**config.mk**
```make
export PLATFORM = sky130hd
export DESIGN_NAME = rice_encoder_bit_packer_flat
export DESIGN_NICKNAME = d
export VERILOG_FILES = /design/src/design/rebp_pkg.sv /design/src/design/rebp_in_if.sv /design/src/design/rebp_out_if.sv /design/src/design/rebp_dp.sv /design/src/design/rebp_ctrl.sv /design/src/design/rice_encoder_bit_packer.sv /design/src/flat_wrapper.sv
export SDC_FILE = /design/constraint.sdc
export NUM_CORES = 1
export LEC_CHECK = 0
export BUFFER_PORTS_ARGS = -buffer_cell sky130_fd_sc_hd__buf_2
export CAP_MARGIN = 15
export CORE_MARGIN = 10
export CORE_UTILIZATION = 60
export DETAILED_ROUTE_END_ITERATION = 7
export GPL_TIMING_DRIVEN = 0
export PLACE_DENSITY_LB_ADDON = 0.12
export REMOVE_ABC_BUFFERS = 1
export SETUP_SLACK_MARGIN = 0.3
export SLEW_MARGIN = 20
export SYNTH_ARGS = -nofsm -noshare
export SYNTH_HDL_FRONTEND = slang
export SYNTH_HIERARCHICAL = 1
export SYNTH_SLANG_ARGS = --single-unit
```
**constraint.sdc**
```tcl
create_clock -name clk -period 6.1 [get_ports clk]
set_input_delay 1.22 -clock clk [delete_from_list [all_inputs] [get_ports clk]]
set_output_delay 1.22 -clock clk [all_outputs]
set_load 0.02 [all_outputs]
```
**src/design/rebp_pkg.sv**
```systemverilog
// ----------------------------------------------------------------------------
// rebp_pkg
// shared constants and controller/datapath handshake types for the rice packer
// ----------------------------------------------------------------------------
package rebp_pkg;

	localparam int MAX_UNARY_DEF = 480;
	localparam int K_W           = 4;
	localparam int RES_W         = 17;
	localparam int BYTE_W        = 8;
	localparam int PART_W        = 7;
	localparam int FILL_W        = 3;

	localparam logic [K_W-1:0] RICE_K_RESET = 4'd4;

	// item modes as carried on the input channel
	localparam logic MODE_ENCODE = 1'b0;
	localparam logic MODE_FLUSH  = 1'b1;

	// commands from controller to datapath
	typedef struct packed {
		logic load;
		logic prep;
		logic emit;
		logic commit;
	} rebp_cmd_t;

	// status from datapath to controller
	typedef struct packed {
		logic cnt_zero;
		logic out_free;
	} rebp_sts_t;

endpackage

```
**src/design/rebp_in_if.sv**
```systemverilog
// ----------------------------------------------------------------------------
// rebp_in_if
// input channel: one residual or flush request per transaction
// ----------------------------------------------------------------------------
interface rebp_in_if;
	logic               valid;
	logic               ready;
	logic               mode;
	logic signed [16:0] residual;

	modport source (output valid, output mode, output residual, input ready);
	modport sink (input valid, input mode, input residual, output ready);
endinterface

```
**src/design/rebp_out_if.sv**
```systemverilog
// ----------------------------------------------------------------------------
// rebp_out_if
// output channel: one packed code byte per transaction
// ----------------------------------------------------------------------------
interface rebp_out_if;
	logic       valid;
	logic       ready;
	logic [7:0] byte_out;
	logic       last;
	logic       overflow;

	modport source (output valid, output byte_out, output last, output overflow, input ready);
	modport sink (input valid, input byte_out, input last, input overflow, output ready);
endinterface

```
**src/design/rebp_dp.sv**
```systemverilog
// ----------------------------------------------------------------------------
// rebp_dp
// datapath: item registers, code byte generator, packing state, output register
// ----------------------------------------------------------------------------
module rebp_dp import rebp_pkg::*; #(
	parameter int MAX_UNARY = MAX_UNARY_DEF
) (
	input  logic                    clk,
	input  logic                    arst_n,
	input  logic                    cfg_we,
	input  logic [K_W-1:0]          cfg_wdata,
	input  logic                    in_mode,
	input  logic signed [RES_W-1:0] in_residual,
	input  rebp_cmd_t               cmd,
	output rebp_sts_t               sts,
	output logic                    out_valid,
	input  logic                    out_ready,
	output logic [BYTE_W-1:0]       byte_out,
	output logic                    last,
	output logic                    overflow
);

	localparam int QW   = $clog2(MAX_UNARY + 1);
	localparam int TMAX = MAX_UNARY + 24;
	localparam int TW   = $clog2(TMAX + 1);
	localparam int NW   = $clog2(TMAX / 8 + 1);
	localparam int SW   = TW + 2;

	logic [K_W-1:0]        k_q;
	logic [PART_W-1:0]     partial_q;
	logic [FILL_W-1:0]     fill_q;
	logic                  mode_q;
	logic                  pos_q;
	logic [RES_W-1:0]      mag_q;
	logic [QW-1:0]         quot_q;
	logic [TW-1:0]         len_q;
	logic [FILL_W-1:0]     fill_new_q;
	logic [NW-1:0]         count_q;
	logic signed [SW-1:0]  off_q;
	logic                  ovf_q;
	logic                  valid_q;
	logic [BYTE_W-1:0]     byte_q;
	logic                  last_q;
	logic                  ovf_out_q;

	logic [RES_W-1:0]      mag_in;
	logic [RES_W-1:0]      quot_full;
	logic                  ovf_d;
	logic [TW-1:0]         len_d;
	logic [TW-1:0]         total_d;
	logic [NW-1:0]         count_d;

	logic signed [SW-1:0]  r_v [BYTE_W];
	logic signed [SW-1:0]  sh;
	logic [24:0]           mag_ext;
	logic [24:0]           rem_shift;
	logic [BYTE_W-1:0]     remwin;
	logic [BYTE_W-1:0]     gen;
	logic [BYTE_W-1:0]     part_ext;
	logic [SW-1:0]         len_ext;
	logic [SW-1:0]         quot_ext;

	// magnitude of the incoming residual
	assign mag_in = in_residual[RES_W-1] ? (~in_residual + 1'b1) : in_residual;

	// quotient, code length and byte count of the held item
	assign quot_full = mag_q >> k_q;
	assign ovf_d     = (mode_q == MODE_ENCODE) && (quot_full > RES_W'(MAX_UNARY));
	assign len_d     = (mode_q == MODE_FLUSH) ? '0 :
		(TW'(quot_full[QW-1:0]) + TW'(2) + TW'(k_q));
	assign total_d   = TW'(fill_q) + len_d;

	always_comb begin
		if (mode_q == MODE_FLUSH) begin
			count_d = NW'(fill_q != '0);
		end else if (ovf_d) begin
			count_d = NW'(1);
		end else begin
			count_d = NW'(total_d >> 3);
		end
	end

	// remainder bits aligned to the current byte window
	assign mag_ext   = {mag_q, 8'b0};
	assign quot_ext  = {{(SW-QW){1'b0}}, quot_q};
	assign len_ext   = {{(SW-TW){1'b0}}, len_q};
	assign sh        = off_q - $signed(quot_ext) + $signed(SW'(6));
	assign rem_shift = mag_ext >> sh[4:0];
	assign remwin    = (sh < 0 || sh > $signed(SW'(24))) ? '0 : rem_shift[BYTE_W-1:0];
	assign part_ext  = {1'b0, partial_q};

	// one byte of the pending-plus-code stream, stream bits past the end read zero
	always_comb begin
		for (int b = 0; b < BYTE_W; b++) begin
			r_v[b] = off_q + $signed(SW'(b));
			if (r_v[b] < 0) begin
				gen[b] = part_ext[b];
			end else if (r_v[b] >= $signed(len_ext)) begin
				gen[b] = 1'b0;
			end else if (r_v[b] == '0) begin
				gen[b] = pos_q;
			end else if (r_v[b] <= $signed(quot_ext)) begin
				gen[b] = 1'b1;
			end else if (r_v[b] == $signed(quot_ext) + $signed(SW'(1))) begin
				gen[b] = 1'b0;
			end else begin
				gen[b] = remwin[b];
			end
		end
	end

	always_ff @(posedge clk or negedge arst_n) begin
		if (!arst_n) begin
			k_q       <= RICE_K_RESET;
			partial_q <= '0;
			fill_q    <= '0;
			valid_q   <= 1'b0;
		end else begin
			if (cfg_we) begin
				k_q <= cfg_wdata;
			end
			if (cmd.commit) begin
				if (mode_q == MODE_FLUSH) begin
					partial_q <= '0;
					fill_q    <= '0;
				end else if (!ovf_q) begin
					partial_q <= gen[PART_W-1:0];
					fill_q    <= fill_new_q;
				end
			end
			if (cmd.emit) begin
				valid_q <= 1'b1;
			end else if (out_ready) begin
				valid_q <= 1'b0;
			end
		end
	end

	always_ff @(posedge clk) begin
		if (cmd.load) begin
			mode_q <= in_mode;
			pos_q  <= !in_residual[RES_W-1] && (in_residual != '0);
			mag_q  <= mag_in;
		end
		if (cmd.prep) begin
			quot_q     <= quot_full[QW-1:0];
			len_q      <= len_d;
			fill_new_q <= total_d[FILL_W-1:0];
			count_q    <= count_d;
			ovf_q      <= ovf_d;
			off_q      <= -$signed({{(SW-FILL_W){1'b0}}, fill_q});
		end
		if (cmd.emit) begin
			byte_q    <= ovf_q ? '0 : gen;
			last_q    <= (count_q == NW'(1));
			ovf_out_q <= ovf_q;
			count_q   <= count_q - 1'b1;
			off_q     <= off_q + $signed(SW'(BYTE_W));
		end
	end

	assign sts.cnt_zero = (count_q == '0);
	assign sts.out_free = !valid_q || out_ready;

	assign out_valid = valid_q;
	assign byte_out  = byte_q;
	assign last      = last_q;
	assign overflow  = ovf_out_q;

endmodule

```
**src/design/rebp_ctrl.sv**
```systemverilog
// ----------------------------------------------------------------------------
// rebp_ctrl
// controller: sequences one item through prepare, byte emission and commit
// ----------------------------------------------------------------------------
module rebp_ctrl import rebp_pkg::*; (
	input  logic      clk,
	input  logic      arst_n,
	input  logic      in_valid,
	output logic      in_ready,
	input  rebp_sts_t sts,
	output rebp_cmd_t cmd
);

	typedef enum logic [1:0] {
		ST_IDLE,
		ST_PREP,
		ST_EMIT,
		ST_COMMIT
	} state_t;

	state_t state_q;

	assign in_ready   = (state_q == ST_IDLE);
	assign cmd.load   = in_valid && in_ready;
	assign cmd.prep   = (state_q == ST_PREP);
	assign cmd.emit   = (state_q == ST_EMIT) && !sts.cnt_zero && sts.out_free;
	assign cmd.commit = (state_q == ST_COMMIT);

	always_ff @(posedge clk or negedge arst_n) begin
		if (!arst_n) begin
			state_q <= ST_IDLE;
		end else begin
			case (state_q)
				ST_IDLE: begin
					if (in_valid) begin
						state_q <= ST_PREP;
					end
				end
				ST_PREP: begin
					state_q <= ST_EMIT;
				end
				ST_EMIT: begin
					if (sts.cnt_zero) begin
						state_q <= ST_COMMIT;
					end
				end
				ST_COMMIT: begin
					state_q <= ST_IDLE;
				end
				default: begin
					state_q <= ST_IDLE;
				end
			endcase
		end
	end

endmodule

```
**src/design/rice_encoder_bit_packer.sv**
```systemverilog
// ----------------------------------------------------------------------------
// rice_encoder_bit_packer
// sign-magnitude rice coder (divisor 2^k) packing code bits lsb first into bytes
// ----------------------------------------------------------------------------
// first byte: registered in the emit state, after the prepare state that follows the input
// input: held off while an item emits its N results (0 to 63), until its commit step;
//   one byte per cycle from the byte generator, longer on back-pressure
// reset: arst_n clears pending bits and fill count, sets k to 4, drops output valid
// ----------------------------------------------------------------------------
module rice_encoder_bit_packer import rebp_pkg::*; #(
	parameter int MAX_UNARY = MAX_UNARY_DEF
) (
	input  logic           clk,
	input  logic           arst_n,
	input  logic           cfg_we,
	input  logic [K_W-1:0] cfg_wdata,
	rebp_in_if.sink        item,
	rebp_out_if.source     result
);

	// command and status bundles between controller and datapath
	rebp_cmd_t cmd;
	rebp_sts_t sts;

	// controller: one item at a time, input held off until the commit step
	rebp_ctrl u_ctrl (
		.clk      (clk),
		.arst_n   (arst_n),
		.in_valid (item.valid),
		.in_ready (item.ready),
		.sts      (sts),
		.cmd      (cmd)
	);

	// datapath: k register, packing state, byte generator and output register
	rebp_dp #(
		.MAX_UNARY (MAX_UNARY)
	) u_dp (
		.clk         (clk),
		.arst_n      (arst_n),
		.cfg_we      (cfg_we),
		.cfg_wdata   (cfg_wdata),
		.in_mode     (item.mode),
		.in_residual (item.residual),
		.cmd         (cmd),
		.sts         (sts),
		.out_valid   (result.valid),
		.out_ready   (result.ready),
		.byte_out    (result.byte_out),
		.last        (result.last),
		.overflow    (result.overflow)
	);

	// input is refused in the cycle after a transaction while the item is worked on
	assert property (@(posedge clk) disable iff (!arst_n)
		(item.valid && item.ready) |=> !item.ready)
		else $error("input accepted while an item is in progress");

	// an overflow result is always the only and final byte of its item
	assert property (@(posedge clk) disable iff (!arst_n)
		(result.valid && result.overflow) |-> (result.last && result.byte_out == '0))
		else $error("overflow result not marked last or not zero");

	// a byte is never emitted past the computed count
	assert property (@(posedge clk) disable iff (!arst_n)
		cmd.emit |-> !sts.cnt_zero)
		else $error("byte emitted with no bytes left");

	// commit only follows a drained byte count
	assert property (@(posedge clk) disable iff (!arst_n)
		cmd.commit |-> $past(sts.cnt_zero))
		else $error("commit before all bytes emitted");

endmodule

```
**src/flat_wrapper.sv**
```systemverilog
// flat-port wrapper written by rule: the top's interface ports become plain ports
module rice_encoder_bit_packer_flat import rebp_pkg::*;
#(
	parameter int MAX_UNARY = MAX_UNARY_DEF
)
  (clk, arst_n, cfg_we, cfg_wdata, item_valid, item_mode, item_residual, item_ready, result_valid, result_byte_out, result_last, result_overflow, result_ready);
  rebp_in_if item_i ();
  rebp_out_if result_i ();
  input  logic clk;
  input  logic arst_n;
  input  logic cfg_we;
  input  logic [K_W-1:0] cfg_wdata;
  input wire logic [$bits(item_i.valid)-1:0] item_valid;
  input wire logic [$bits(item_i.mode)-1:0] item_mode;
  input wire logic [$bits(item_i.residual)-1:0] item_residual;
  output wire logic [$bits(item_i.ready)-1:0] item_ready;
  output wire logic [$bits(result_i.valid)-1:0] result_valid;
  output wire logic [$bits(result_i.byte_out)-1:0] result_byte_out;
  output wire logic [$bits(result_i.last)-1:0] result_last;
  output wire logic [$bits(result_i.overflow)-1:0] result_overflow;
  input wire logic [$bits(result_i.ready)-1:0] result_ready;
  assign item_i.valid = item_valid;
  assign item_i.mode = item_mode;
  assign item_i.residual = item_residual;
  assign item_ready = item_i.ready;
  assign result_valid = result_i.valid;
  assign result_byte_out = result_i.byte_out;
  assign result_last = result_i.last;
  assign result_overflow = result_i.overflow;
  assign result_i.ready = result_ready;
  rice_encoder_bit_packer #(.MAX_UNARY(MAX_UNARY)) u_core (.clk(clk), .arst_n(arst_n), .cfg_we(cfg_we), .cfg_wdata(cfg_wdata), .item(item_i), .result(result_i));
endmodule
```
==> results.md <==
* Library cell with the largest summed area after synthesis: ha_1
* Worst-case register-to-register setup slack at 530 ps
* Worst clock skew at 8.46 ps
* Proportion of layout cells with a drive suffix above 1 at 9.25%
* Most used cells in the layout excluding fill and tap cells: 173 x ha_1, 112 x xnor2_1, 111 x nand2_1
* Post-layout net count at 1532
* Run status: complete, no violations
* Rel. slew slack at 20.2%
* Final worst-path cycle share at 91.3%
* Antenna-violating nets left at 0
* Most frequently used flop master after synthesis: edfxtp_1
* Core Area at 18900 um2
* Standard-cell rows at 50
* Vertical die dimension at 159 um
* Vias per Instance at 6.56
* Number of antenna violations at the first check in global routing at 0
* Worst hold margin at 490 ps
* Number of buffer cells added on primary ports at 38
* Unique cell type count in the Yosys netlist at 89
* Nature of the critical path startpoint: register
* Crit path time final at 5570 ps
* Clock tree from TritonCTS: built
* Total iterations of the first detailed-routing run at 7
* Number of design rule violations left after detail routing at 0
* Clock buffer count from CTS at 9
* Kind of critical path: reg -> reg
* Final core area utilization at 65.6%
* HP Class: reg -> reg
* Critical Path End Type: register
* Share of the synthesized area in the top cell type at 18.7%
* Number of violations reported at the end of detailed-routing iteration 0 at 1047
* Via count of the first global-routing pass at 9954
* Setup violation total in the final timing report at 0
* First-pass GRT wire length at 55800 um
* Die Outline Area at 25400 um2
* Worst EP required at 6240 ps
* Number of endpoints with negative hold slack in the final report at 0
* Skew-Pair Late Insertion Delay at 340 ps
* Mean routed wirelength per cell at 22.4 um
* Overall track demand over capacity in global routing at 27.1%
* Number of pins exceeding their max-slew limit in the final report at 0
* Number of instances in the synthesized netlist at 1321
* Number of enable flip-flop cells after synthesis at 68
* Maximum number of buffers from clock root to sink at 2
* Hold_buf cts at 0
* Dominant cells by area after synthesis: ha_1 19%, edfxtp_1 17%, xnor2_1 8.7%
* Synth Register Bits at 85
* Initial cell density of the core at 61.8%
* Fin Setup TNS at 0 ps
* Final design area excluding fillers at 12400 um2
* Cell Area, Synth at 11700 um2
* Clock sinks at 85
* Maximum clock frequency at 0.179 GHz
* Largest net degree at the start of global routing at 34
* Die Span X at 159 um
* Least-Margin Pin Slew at 1200 ps
* Total I/O pin count at 39
* CTS H-tree depth at 3
* Count of yosys warnings during synthesis at 6
* Clock Pin Slew Worst Setup and Hold Paths at 60 ps
* CP arrival at 5710 ps
* Detailed Place HPWL at 26500 um
* Global route total overflow at 0
* Async set-reset flop share out of synthesis at 20.0%
* Setup repair after global routing missed its margin: no
* Number of diodes at 0
* Crit path max fanout at 26
* Final wirelength at 35600 um
* Area growth, synth to finish at 6.24%
* DR vias at 10400
* Clk Tree Root Cell: clkbuf_16
* Seq/Total Area, Yosys at 21.2%
* Most common cell after layout, fill and taps aside: ha_1
* Routability Congestion at 1.03
* Maxcap violations at 0
* Average footprint of a synthesized cell at 8.83 um2
* Placed inst area at 12100 um2
==> synth_stat cells (7+ instances only) <==
cell,instances
o211ai_1,12
a211oi_1,20
nand2b_1,15
nor2_1,77
nand3b_1,11
clkbuf_1,28
nor2b_1,22
nand4_1,22
ha_1,174
o22ai_1,7
nand3_1,32
mux4_2,18
a21oi_1,77
nor4_1,15
and4_1,7
nand2_1,111
xnor2_1,116
edfxtp_1,68
nor3_1,36
o31ai_1,12
buf_1,13
a21o_1,21
mux2i_1,30
o21a_1,11
inv_1,77
dfrtp_1,16
xor2_1,45
buf_2,8
o21ai_0,62
o221ai_1,9
a31oi_1,16
==> layer usage <==
metal / GRT usage [%] / share of wire, % / routed length, um
met2: 43.5 / 46 / 16200
met4: 12.5 / 4.6 / 1630
met1: 35.3 / 41 / 14700
met3: 3.95 / 8.6 / 3070
met5: 0 / 0 / 0
==> final timing paths <==
path	start	to	cells past startpoint
setup / recovery	u_core/u_dp/off_q[1]	u_core/u_dp/byte_out[0]	13
hold / removal	u_core/u_dp/partial_q[1]	u_core/u_dp/partial_q[1]	2
setup reg to reg	u_core/u_dp/off_q[1]	u_core/u_dp/byte_out[0]	13
hold reg to reg	u_core/u_dp/partial_q[1]	u_core/u_dp/partial_q[1]	2
max in group asynchronous	arst_n	u_core/u_dp/k_q[2]	1
min in group asynchronous	arst_n	u_core/u_dp/out_valid	1
==> repair_timing <==
item                       in CTS  in global routing
setup buffers                   0                  3
resized for setup               0                  1
setup endpoints to repair       0                  2
==> cell families (layout without fill, tap and decap cells) <==
family                     Yosys count  count (layout)  share of synthesized area (%)
adders and majority gates          180             180                           19.7
AOI/OAI and AO/OA                  308             308                           17.5
DFF                                 85              85                           21.2
muxes                               57              57                           7.30
xor gates and xnor gates           164             164                           12.6
buffers and inverters              133             142                           4.59
and+or+nand+nor                    394             394                           17.2
==> critical path, cell delays in order (launching register included) <==
cell and delay (ps):
edfxtp_1 760, inv_1 420, ha_1 560, ha_1 220, inv_1 50, fa_1 1050, nand3b_1 150, o311a_1 150
a22o_1 200, a21oi_1 130, nand4_1 540, o31ai_1 500, o211ai_1 270, a21oi_1 330
==> sequential cells by signal, indices dropped and copies added, names as in the netlist, 4 cells and up <==
name	flops
u_core/u_dp/off_q	11
u_core/u_dp/mag_q	17
u_core/u_dp/count_q	6
u_core/u_dp/len_q	9
u_core/u_dp/k_q	4
u_core/u_dp/quot_q	9
u_core/u_dp/partial_q	7
u_core/u_dp/byte_out	8
==> cell type report <==
class	instances	area, um2
fillers	1681	6490
clock buffers	9	225
inverters	80	300
flip-flops and latches	85	2470
clock inverters	7	80.1
multi-input cells	1103	8700
repair buffers	46	298
well taps	260	325
==> stage by stage <==
step                std cells  setup WS [ps]
global placement         1566            600
detailed placement       1571            648
finish                   1590            528
CTS                      1587            577
global route             1590            381
floorplan                1268           1390
Power is left out: the tool's default activity adds up to more than one toggle a clock period on the data nets, which glitch-free logic cannot reach.
